--- config.mk ---
export PLATFORM = sky130hd
export DESIGN_NAME = mhpq_ctrl
export DESIGN_NICKNAME = d
export VERILOG_FILES = /design/src/rtl/mhpq_pkg.sv /design/src/rtl/mhpq_ctrl.sv
export SDC_FILE = /design/constraint.sdc
export NUM_CORES = 1
export LEC_CHECK = 0
export BUFFER_PORTS_ARGS = -buffer_cell sky130_fd_sc_hd__buf_2
export CELL_PAD_IN_SITES_DETAIL_PLACEMENT = 1
export CELL_PAD_IN_SITES_GLOBAL_PLACEMENT = 1
export CORE_AREA = 2 2 39 41
export DETAILED_ROUTE_END_ITERATION = 8
export DIE_AREA = 0 0 41 43
export GPL_ROUTABILITY_DRIVEN = 0
export PLACE_DENSITY_LB_ADDON = 0.1
export RECOVER_POWER = 25
export SLEW_MARGIN = 20
export SYNTH_ARGS = -nofsm -noshare
export SYNTH_HDL_FRONTEND = slang
export SYNTH_SLANG_ARGS = --single-unit
--- constraint.sdc ---
create_clock -name clk -period 2.1 [get_ports clk]
set_input_delay 0.315 -clock clk [delete_from_list [all_inputs] [get_ports clk]]
set_output_delay 0.315 -clock clk [all_outputs]
set_load 0.03 [all_outputs]
--- src/rtl/mhpq_pkg.sv ---
// Package for the max-heap priority queue.
// Holds default sizes, command and status codes, and the controller/datapath structs.
// No dependencies.
package mhpq_pkg;

    localparam int HEAP_DEPTH_DEF = 1024;
    localparam int KEY_WIDTH_DEF  = 32;

    // Port widths fixed by the item format
    localparam int IN_KEY_W  = 32;
    localparam int OUT_KEY_W = 32;
    localparam int TOTAL_W   = 11;
    localparam int STATUS_W  = 2;

    localparam logic CMD_INSERT = 1'b0;
    localparam logic CMD_REMOVE = 1'b1;

    localparam logic [STATUS_W-1:0] ST_OK    = 2'd0;
    localparam logic [STATUS_W-1:0] ST_FULL  = 2'd1;
    localparam logic [STATUS_W-1:0] ST_EMPTY = 2'd2;

    typedef enum logic [1:0] {
        RD_PARENT,
        RD_LAST,
        RD_CHILD
    } rd_sel_t;

    typedef struct packed {
        logic    start;        // take the input item
        rd_sel_t rd_sel;       // which slot(s) to read
        logic    load_key;     // moving key <= read data (last slot)
        logic    place_key;    // write moving key at the hole
        logic    move_parent;  // parent drops into the hole, hole moves up
        logic    move_child;   // larger child rises into the hole, hole moves down
        logic    finish;       // load the result register
    } dp_cmd_t;

    typedef struct packed {
        logic full;
        logic empty;
        logic last_one;
        logic pos_zero;
        logic left_absent;
        logic parent_smaller;
        logic child_bigger;
        logic out_busy;
    } dp_stat_t;

endpackage

--- src/rtl/mhpq_ctrl.sv ---
// Controller of the max-heap priority queue: sequences sift-up and sift-down
// one tree level at a time. Uses mhpq_pkg.
module mhpq_ctrl (
    input  logic               clk,
    input  logic               rst_n,
    input  logic               in_valid,
    output logic               in_stall,
    input  logic               cmd,
    input  mhpq_pkg::dp_stat_t stat,
    output mhpq_pkg::dp_cmd_t  ctl
);
    import mhpq_pkg::*;

    typedef enum logic [2:0] {
        S_IDLE,
        S_UP_RD,
        S_UP_CMP,
        S_DN_LAST,
        S_DN_LOAD,
        S_DN_RD,
        S_DN_CMP,
        S_FINISH
    } state_t;

    state_t state_reg;
    state_t state_next;
    logic   in_stall_reg;

    always_comb
    begin
        state_next      = state_reg;
        ctl.start       = 1'b0;
        ctl.rd_sel      = RD_CHILD;
        ctl.load_key    = 1'b0;
        ctl.place_key   = 1'b0;
        ctl.move_parent = 1'b0;
        ctl.move_child  = 1'b0;
        ctl.finish      = 1'b0;

        unique case (state_reg)
            S_IDLE:
            begin
                if (in_valid)
                begin
                    ctl.start = 1'b1;
                    if (cmd == CMD_INSERT)
                    begin
                        state_next = stat.full ? S_FINISH : S_UP_RD;
                    end
                    else
                    begin
                        // Removing the only key leaves nothing to repair
                        state_next = (stat.empty || stat.last_one) ? S_FINISH : S_DN_LAST;
                    end
                end
            end
            S_UP_RD:
            begin
                ctl.rd_sel = RD_PARENT;
                if (stat.pos_zero)
                begin
                    ctl.place_key = 1'b1;
                    state_next    = S_FINISH;
                end
                else
                begin
                    state_next = S_UP_CMP;
                end
            end
            S_UP_CMP:
            begin
                if (stat.parent_smaller)
                begin
                    ctl.move_parent = 1'b1;
                    state_next      = S_UP_RD;
                end
                else
                begin
                    ctl.place_key = 1'b1;
                    state_next    = S_FINISH;
                end
            end
            S_DN_LAST:
            begin
                ctl.rd_sel = RD_LAST;
                state_next = S_DN_LOAD;
            end
            S_DN_LOAD:
            begin
                ctl.load_key = 1'b1;
                state_next   = S_DN_RD;
            end
            S_DN_RD:
            begin
                ctl.rd_sel = RD_CHILD;
                if (stat.left_absent)
                begin
                    ctl.place_key = 1'b1;
                    state_next    = S_FINISH;
                end
                else
                begin
                    state_next = S_DN_CMP;
                end
            end
            S_DN_CMP:
            begin
                if (stat.child_bigger)
                begin
                    ctl.move_child = 1'b1;
                    state_next     = S_DN_RD;
                end
                else
                begin
                    ctl.place_key = 1'b1;
                    state_next    = S_FINISH;
                end
            end
            S_FINISH:
            begin
                // Hold until the result register is free
                if (!stat.out_busy)
                begin
                    ctl.finish = 1'b1;
                    state_next = S_IDLE;
                end
            end
            default:
            begin
                state_next = S_IDLE;
            end
        endcase
    end

    always_ff @(posedge clk or negedge rst_n)
    begin
        if (!rst_n)
        begin
            state_reg    <= S_IDLE;
            in_stall_reg <= 1'b0;
        end
        else
        begin
            state_reg    <= state_next;
            in_stall_reg <= (state_next != S_IDLE);
        end
    end

    assign in_stall = in_stall_reg;

endmodule

## Word level (Yosys, flattened, before mapping)

Cells that the tools add are included.

| word-level totals | value |
|---|---|
| latch bits | 0 |
| RAM bits | 0 |
| input port bits | 12 |
| memories kept | 0 |
| output and inout bits | 9 |
| memory bits (read-only) | 0 |
| register bits | 4 |

| operators by class | value |
|---|---|
| $lt $le $gt $ge | 0 |
| shifts and indexed selects | 0 |
| divide/modulo/power cells | 0 |
| bitwise gates (word level) | 0 |
| eq/ne operators | 7 |
| $mul | 0 |
| reductions and logical operators | 3 |
| $add $sub $neg | 0 |
| multiplexer cells | 25 |

Operators by type and width:

| kind | count |
|---|---|
| case mux 3 bit (8 select lines) | 1 |
| 2-to-1 mux 3 bit | 7 |
| 2-to-1 mux 1 bit | 14 |
| equality test 3 bit (second input constant) | 4 |
| equality test 3 x 2 -> 1 bit (second input constant) | 2 |
| case mux 1 bit (4 select lines) | 1 |
| case mux 2 bit (2 select lines) | 1 |
| equality test 3 x 1 -> 1 bit (second input constant) | 1 |
| zero test 3 bit | 1 |
| nonzero test 3 bit | 1 |
| 2-to-1 mux 2 bit | 1 |
| logical OR 1 bit | 1 |

## Longest topological paths before layout

Gate-level depths: netlist (run 1).

| logic depth | value |
|---|---|
| depth in word-level cells | 6 |
| gate-level depth with buffers | 5 |
| gate-level depth less buffers | 4 |

## Least setup slack after synthesis (run 1)

Ideal clock, no wire load.

| path | value |
|---|---|
| path type | reg2out |
| start | register state_reg[2] |
| end | output port ctl[5] (netlist bit) |
| data required time | 1785 ps |
| arrival time | 1353 ps |
| path slack | 432 ps |
| cell stages (with the launch flop) | 4 |
| cells stage by stage | dfrtp_1 buf_2 or2b_1 nor2_1 |

RTL lines:

| item | RTL line | text |
|---|---|---|
| from (decl) | mhpq_ctrl.sv:25 | `state_t state_reg;` |
| from (signal assigned) | mhpq_ctrl.sv:144 | `state_reg <= state_next;` |
| to (decl) | mhpq_ctrl.sv:10 | `output mhpq_pkg::dp_cmd_t ctl` |

==> impl_metrics.toml, run 1 <==
[clocking]
cts_tree = "built"
htree_num_levels = 1
clock-root-buffer = "sky130_fd_sc_hd__clkbuf_4"
clkSinkCount = 4
clk-insertion-delay-late_ns = 0.23
clkSlewWorstSetupHoldPaths_ns = 0.04
buffer_levels_on_the_longest_clock_path = 2
tritoncts.num_buffers = 3

[cells_and_area]
nets = 76
drive_above_1_share_pct = 40.3
nFillCells = 194
insertedDiodeCount = 0
layout_area_overhead_pct = 39.5
final_util_pct = 33.2
mostFrequentLayoutCell = "sky130_fd_sc_hd__buf_2"
largest_register_ff_count = 3
mostFrequentLayoutCells = "19 x sky130_fd_sc_hd__buf_2, 6 x sky130_fd_sc_hd__nor2_1, 5 x sky130_fd_sc_hd__nand2_1"

[critical_path]
critical_path.n_buffers_inverters = 1
reg2reg_from = "state_reg[0]"
cpLargestDelayFamily = "flip-flops"
timing.rr.end = "in_stall"
criticalPathCategory = "register to primary output"
slowest_stage = "sky130_fd_sc_hd__dfrtp_1"
crit_path_max_incr_delay_ns = 0.55
crit_fanout = 11
required_ns = 1.78
crit_path_cell_trace = "mux2_2, nand3_1, nand2_1, buf_2"
setup.reg_to_reg.worst_slack_ns = 0.78
setup.worst_path.start = "state_reg[2]"
worst_setup_path_start_kind = "register"
crit_arrival_ns = 1.51
worst_r2r_path_depth = 4
endpoint_kind = "primary output"

[detailed_routing]
detail_route.drc_violations = 0
first_iter_violations = 3
detail_route.wl_per_cell_um = 11.1
routed_via_density = 4.50
totalWireLength_um = 864
antenna_violating_nets_post_route = 0
route.vias.total = 351
drt_first_pass_iters = 2

[timing]
hold_slack_ns = 0.366
grt_setup_unrepaired = "false"
fmax_mhz = 547
finalCritPeriodShare_pct = 87.1
max-slew-margin-rel_pct = 75.5
final_period_minus_worst_setup_slack_ns = 1.83
actual_slew_at_the_worst_max_slew_pin_ns = 0.368
finalSetupTns_ns = 0
finalHoldViolCount = 0
final.setup_skew_ns = 0.00277
finalMaxSlewViolations = 0
report.final.setup_viol = 0

[power]
netSwitchingPower_uw = 313
power.share.clock_pct = 15.0
power.share.switching_pct = 51.7
share_seq_of_total_power_pct = 31.3
max-vdd-ir-drop_v = 0.000558
comb_power_share_pct = 53.7
cellInternalPower_uw = 293
power.density_nw_per_um2 = 1320
p_leak_uw = 0.000232

[min_path]
min-delay-start = "stat[7]"
whs_path_depth = 3
min-delay-path-class = "primary input to register"
min_to = "state_reg[1]"

[floorplanning]
die_extent_in_x_um = 41
fp.dieArea_um2 = 1760
start_util_pct = 23.8
fp.dieH_um = 43
design.portCount = 21
std_cell_rows = 14
design.core.area_um2 = 1380

[synthesis]
yosysWarningCount = 0
ys_ff_latch = 4
gate_count_after_technology_mapping = 41
post-synth-top-area-fraction_pct = 30.4
post_synth_instance_area_um2 = 329
synth.yosys.seq_area_share_pct = 30.4
synth_area_leader_cell = "sky130_fd_sc_hd__dfrtp_1"
ys_top_cells_by_area = "sky130_fd_sc_hd__dfrtp_1 30%, sky130_fd_sc_hd__nor4b_4 7.2%, sky130_fd_sc_hd__nor2_1 6.8%"
synthesis.area_per_instance_um2 = 8.03
synth_cell_types = 20
synth_fp_nets = 53

[global_route]
grt_overflow = 0
first_pass_grt_wire_length_mm = 1.38
first_global_vias = 352
grt_max_degree = 12
grt_util_all_layers_pct = 11.7
grt_antenna_before_repair = 0

[outcome]
status = "finished, final reports clean"

[placement]
dp_hpwl_um = 729
portBuffers = 20

[job]
maxCapViolations = 0
==> stage by stage <==
step	setup slack, ns	area [um^2]	instances	power, uW
6_report	0.271	459	78	606
5_1_grt	0.173	459	78	672
4_1_cts	0.252	460	78	621
3_5_place_dp	0.499	428	74	523
3_3_place_gp	0.530	428	74	525
2_1_floorplan	0.432	329	41	451
==> cells by family after synthesis <==
family | count (synthesis) | synth area share [%]
DFF | 4 | 30.4
AOI/OAI and AO/OA | 5 | 9.89
and+or+nand+nor | 25 | 46.4
muxes | 1 | 3.42
buffers and inverters | 6 | 9.89
==> cell usage after synthesis, drive strengths merged <==
library cell and instances:
a21oi 1, a2bb2oi 1, and2 1, buf 3, dfrtp 4, inv 3
mux2 1, nand2 5, nand2b 3, nand3 2, nand3b 1, nand4b 2
nor2 6, nor3 1, nor3b 2, nor4b 1, o21ai 3, or2b 1
==> power groups by stage <==
stage	combinational (uW)	clock, uW	sequential (uW)
6_report	326	91.0	190
5_1_grt	364	103	205
4_1_cts	333	96.4	192
3_3_place_gp	331	0	193
3_5_place_dp	330	0	194
2_1_floorplan	317	0	134
==> timing repair <==
action,4_1_cts,5_1_grt
resized for setup,0,0
hold endpoints to repair,4,0
setup buffers,0,0
setup endpoints to repair,0,0
hold buffers,1,0
==> layer usage <==
metal / vias to the layer above / part of all wire (%) / track usage [%]
met5: - / 0 / 0
met4: 0 / 0 / 6.00
met3: 0 / 6.0 / 1.57
met2: 12 / 49 / 18.8
met1: 159 / 45 / 14.3
li1: 180 / - / -
==> worst register-to-register path: stages (launching register included) <==
cell and delay [ns]:
sky130_fd_sc_hd__dfrtp_1 0.52, sky130_fd_sc_hd__nand2b_1 0.19, sky130_fd_sc_hd__nand3b_1 0.16, sky130_fd_sc_hd__nand3_1 0.11
sky130_fd_sc_hd__nand4b_1 0.20
==> layout make-up <==
class / instances / area [um^2] / share of cell area [%]
timing repair buffer: 21 / 109 / 23.7
clock buffer: 3 / 22.5 / 4.90
sequential: 4 / 100 / 21.8
inverter: 3 / 11.3 / 2.45
tap: 16 / 20.0 / 4.36
multi-input combinational: 31 / 196 / 42.8
==> worst max-delay path by stage <==
stage,end,depth (start not counted)
detailed placement,ctl[3],4
floorplan,ctl[5],3
CTS,ctl[3],4
finish,ctl[3],4
global route,ctl[3],4
global placement,ctl[3],4
Note: power is estimated with default switching activity, not from simulation.
==> run 2: changes to the inputs <==
--- a/config.mk
+++ b/config.mk
@@ -20 +20,2 @@
 export SYNTH_SLANG_ARGS = --single-unit
+export TNS_END_PERCENT = 30
--- a/constraint.sdc
+++ b/constraint.sdc
@@ -3,2 +3,2 @@
 set_output_delay 0.315 -clock clk [all_outputs]
-set_load 0.03 [all_outputs]
+set_load 0.02 [all_outputs]
==> run 2 against run 1 <==
Clock power increased by 1%. Utilization unchanged. Power is 6.1% lower. Clock-buffer cell count unchanged. Non-clock buffer count unchanged. Sequential power barely moved. Via count grew 2.0%. Register-to-register slack better by 0.02 ns. Highest routed layer is now met4. Critical path type unchanged.
==> impl_metrics.toml, run 2 (synthesis results as in run 1) <==
[global_route]
first_pass_grt_wire_length_mm = 1.55
grt_antenna_before_repair = 0
first_global_vias = 382
grt_overflow = 0
grt_max_degree = 12
grt_util_all_layers_pct = 13.3

[clocking]
buffer_levels_on_the_longest_clock_path = 2
cts_tree = "built"
clock-root-buffer = "sky130_fd_sc_hd__clkbuf_4"
postCtsHoldBufs = 1
postCtsSetupRepairBufs = 0
clkSinkCount = 4
tritoncts.num_buffers = 3
clkSlewWorstSetupHoldPaths_ns = 0.03
clk-insertion-delay-late_ns = 0.23
htree_num_levels = 1
cts.repair.resized = 0

[power]
power.density_nw_per_um2 = 1240
max-vdd-ir-drop_v = 0.000546
p_leak_uw = 0.000232
report.power.total_uw = 569

[detailed_routing]
totalWireLength_um = 876
routed_via_density = 4.59
route.vias.total = 358
antenna_violating_nets_post_route = 0
detail_route.wl_per_cell_um = 11.2
drt_first_pass_iters = 2
detail_route.drc_violations = 0
first_iter_violations = 4

[outcome]
status = "finished, final reports clean"

[timing]
final.setup_skew_ns = 0.000527
max-slew-margin-rel_pct = 76.1
final_period_minus_worst_setup_slack_ns = 1.82
fin_ws_ns = 0.285
actual_slew_at_the_worst_max_slew_pin_ns = 0.359
finalHoldViolCount = 0
finalSetupTns_ns = 0
finalMaxSlewViolations = 0
finalCritPeriodShare_pct = 86.4
fmax_mhz = 551
report.final.setup_viol = 0
grt_setup_unrepaired = "false"

[cells_and_area]
nFillCells = 182
sequential_cell_area_um2 = 100
layout_area_overhead_pct = 39.5
drive_above_1_share_pct = 40.3
layout.cells.non_filler = 78
mostFrequentLayoutCells = "19 x sky130_fd_sc_hd__buf_2, 6 x sky130_fd_sc_hd__nor2_1, 5 x sky130_fd_sc_hd__nand2_1"
insertedDiodeCount = 0
area_occupied_by_multi_input_gates_um2 = 196
layout.cell_area.non_filler_um2 = 459
mostFrequentLayoutCell = "sky130_fd_sc_hd__buf_2"
largest_register_ff_count = 3
nets = 76

[critical_path]
required_ns = 1.78
crit_fanout = 11
crit_arrival_ns = 1.50
criticalPathCategory = "register to primary output"
endpoint_kind = "primary output"
reg2reg_from = "state_reg[0]"
setup.worst_path.start = "state_reg[2]"
worst_setup_path_start_kind = "register"

[min_path]
min-delay-path-class = "primary input to register"
min-delay-start = "stat[7]"

[placement]
postPlaceCellArea_um2 = 428
dpl.cell_count = 74
portBuffers = 20
pre_cts_ws_ns = 0.521
dp_hpwl_um = 715

[floorplanning]
start_util_pct = 23.8
fp.dieArea_um2 = 1760
design.core.area_um2 = 1380
std_cell_rows = 14
design.portCount = 21
fp.dieH_um = 43
die_extent_in_x_um = 41

[job]
maxCapViolations = 0
==> run 2: cell counts in the layout (fill, tap and decap cells not counted) <==
Identical to the previous run, type by type.
==> run 2: path summary, 6_finish.rpt <==
| kind | to | slack, ns | cells after the start |
|---|---|---|---|
| min in group asynchronous | state_reg[2] | 0.44 | 2 |
| max in group asynchronous | state_reg[1] | 1.48 | 2 |
| worst min register to register | state_reg[1] | 0.77 | 2 |
| worst min-delay path | state_reg[1] | 0.36 | 3 |
| worst max-delay path | ctl[3] | 0.28 | 4 |
| worst max register to register | in_stall | 0.80 | 4 |
==> run 2: worst max-delay path, cell delays in order, from the launching register on <==
cell and delay [ns]:
sky130_fd_sc_hd__dfrtp_1 0.55, sky130_fd_sc_hd__mux2_2 0.38, sky130_fd_sc_hd__nand3_1 0.12, sky130_fd_sc_hd__nand2_1 0.07, sky130_fd_sc_hd__buf_2 0.16
==> run 2: power breakdown <==
part | internal [uW] | switching, uW
Clock | 63.7 | 28.2
Combinational | 120 | 166
Sequential | 110 | 82.0
Total | 293 | 277
==> run 2: cell type report <==
class                      count  area share [%]
clock buffer                   3            4.90
timing repair buffer          21            23.7
sequential                     4            21.8
inverter                       3            2.45
multi-input combinational     31            42.8
tap                           16            4.36
==> run 2: per-layer routing <==
layer,share of wire (%),GRT usage (%),up-vias
li1,-,-,178
met1,42,15.4,162
met2,48,19.1,14
met3,6.2,3.14,4
met4,3.1,12.0,0
met5,0,0,-
==> run 2: through the flow <==
| step | utilization (%) | hold WS (ns) |
|---|---|---|
| 5_1_grt | 33.2 | 0.370 |
| 2_1_floorplan | - | 0.0194 |
| 3_5_place_dp | 30.9 | 0.123 |
| 4_1_cts | 33.3 | 0.361 |
| 3_3_place_gp | 30.9 | 0.124 |
| 6_report | 33.2 | 0.362 |
==> run 3: changes to the inputs <==
Settings changed: BUFFER_PORTS_ARGS -buffer_cell sky130_fd_sc_hd__buf_2 to default, DONT_BUFFER_PORTS from default to 1.
==> run 3 against run 2 <==
Wire length fell by 4.9%. Largest cell class unchanged. Global-route usage fell by 2.2 points. Non-clock buffer count fell by 19. Critical path type unchanged. Clock-buffer cell count did not move.
==> impl_metrics.toml, run 3 (synthesis results as in run 1) <==
[clocking]
tritoncts.num_buffers = 3
htree_num_levels = 1
postCtsHoldBufs = 1
clkSlewWorstSetupHoldPaths_ns = 0.04
buffer_levels_on_the_longest_clock_path = 2
cts_tree = "built"
cts.repair.resized = 0
clk-insertion-delay-late_ns = 0.23
clock-root-buffer = "sky130_fd_sc_hd__clkbuf_4"
clkSinkCount = 4
postCtsSetupRepairBufs = 0

[timing]
finalHoldViolCount = 0
fmax_mhz = 567
actual_slew_at_the_worst_max_slew_pin_ns = 0.433
max-slew-margin-rel_pct = 71.0
final_period_minus_worst_setup_slack_ns = 1.76
final.setup_skew_ns = 0.00328
finalCritPeriodShare_pct = 84.0
finalSetupTns_ns = 0
grt_setup_unrepaired = "false"
finalMaxSlewViolations = 0
report.final.setup_viol = 0

[critical_path]
required_ns = 1.78
crit_path_max_incr_delay_ns = 0.52
critical_path.n_buffers_inverters = 0
worst_setup_path_start_kind = "register"
crit_arrival_ns = 1.45
slowest_stage = "sky130_fd_sc_hd__dfrtp_1"
crit_fanout = 10
cpLargestDelayFamily = "simple AND/OR/NAND/NOR gates"
crit_path_cell_trace = "or2b_1, nor2_1"
endpoint_kind = "primary output"
criticalPathCategory = "register to primary output"

[floorplanning]
die_extent_in_x_um = 41
fp.dieArea_um2 = 1760
start_util_pct = 23.8
std_cell_rows = 14
design.core.area_um2 = 1380
design.portCount = 21
fp.dieH_um = 43

[placement]
dp_hpwl_um = 691
portBuffers = 0
dpl.cell_count = 55

[detailed_routing]
routed_via_density = 4.80
route.vias.total = 283
detail_route.wl_per_cell_um = 14.1
first_iter_violations = 1
detail_route.drc_violations = 0
drt_first_pass_iters = 4
antenna_violating_nets_post_route = 0
totalWireLength_um = 833

[power]
p_leak_uw = 0.000155
share_seq_of_total_power_pct = 36.9
power.share.switching_pct = 50.6
netSwitchingPower_uw = 272
max-vdd-ir-drop_v = 0.000434
power.density_nw_per_um2 = 1460
comb_power_share_pct = 45.9
cellInternalPower_uw = 265
power.share.clock_pct = 17.1

[cells_and_area]
insertedDiodeCount = 0
nets = 57
largest_register_ff_count = 3
layout_area_overhead_pct = 11.8
nFillCells = 174
layout.cells.non_filler = 59
drive_above_1_share_pct = 16.3
mostFrequentLayoutCells = "6 x sky130_fd_sc_hd__nor2_1, 5 x sky130_fd_sc_hd__nand2_1, 4 x sky130_fd_sc_hd__dfrtp_1"
mostFrequentLayoutCell = "sky130_fd_sc_hd__nor2_1"

[global_route]
grt_max_degree = 12
grt_antenna_before_repair = 0
first_pass_grt_wire_length_mm = 1.30
grt_util_all_layers_pct = 11.1
first_global_vias = 296
grt_overflow = 0

[outcome]
status = "finished, final reports clean"

[job]
maxCapViolations = 0

[min_path]
min-delay-path-class = "primary input to register"
==> run 3: cell count changes in the layout (fill, tap and decap cells not counted), sizes merged <==
cell | before | now
clkbuf | 4 | 3
buf | 19 | 1
==> run 3: layout make-up <==
| type | count | area [um^2] | area share [%] |
|---|---|---|---|
| sequential | 4 | 100 | 27.2 |
| timing repair buffer | 2 | 17.5 | 4.76 |
| tap | 16 | 20.0 | 5.44 |
| inverter | 3 | 11.3 | 3.06 |
| clock buffer | 3 | 22.5 | 6.12 |
| multi-input combinational | 31 | 196 | 53.4 |
==> run 3: per-layer routing <==
metal	vias up	wire length [um]	global-route usage, %
li1	143	-	-
met1	128	345	13.7
met3	0	66	3.66
met2	12	421	16.3
met5	-	0	0
met4	0	0	6.00
==> run 3: per-stage QoR <==
step / hold slack, ns / area (um^2) / util [%] / setup WS (ns) / total power, uW
after floorplan: 0.0194 / 329 / - / 0.606 / 414
after global placement: 0.0195 / 335 / 24.2 / 0.568 / 440
after detailed placement: 0.0195 / 335 / 24.2 / 0.566 / 448
after CTS: 0.265 / 368 / 26.6 / 0.312 / 549
after global routing: 0.282 / 368 / 26.6 / 0.221 / 598
final: 0.270 / 368 / 26.6 / 0.336 / 537
==> run 3: power groups by stage <==
stage          clock [uW]  combinational [uW]  sequential (uW)
2_1_floorplan           0                 283              130
3_3_place_gp            0                 243              197
3_5_place_dp            0                 248              200
4_1_cts              98.8                 251              199
5_1_grt               109                 280              209
6_report             92.1                 247              198
==> run 3: final timing paths <==
| check | from | to | slack (ns) | depth (start not counted) |
|---|---|---|---|---|
| max | state_reg[0] | ctl[5] | 0.34 | 2 |
| min | stat[7] | state_reg[1] | 0.27 | 2 |
| max reg2reg | state_reg[2] | in_stall | 0.60 | 4 |
| min reg2reg | state_reg[0] | state_reg[1] | 0.77 | 2 |
| max in group asynchronous | rst_n | state_reg[0] | 1.59 | 1 |
| min in group asynchronous | rst_n | in_stall | 0.35 | 1 |
==> run 3: worst register-to-register path, stage by stage (launching register included) <==
cell and delay (ns):
sky130_fd_sc_hd__dfrtp_1 0.49, sky130_fd_sc_hd__nor4b_4 0.51, sky130_fd_sc_hd__o21ai_2 0.13, sky130_fd_sc_hd__a2bb2oi_1 0.18, sky130_fd_sc_hd__nand4b_1 0.11
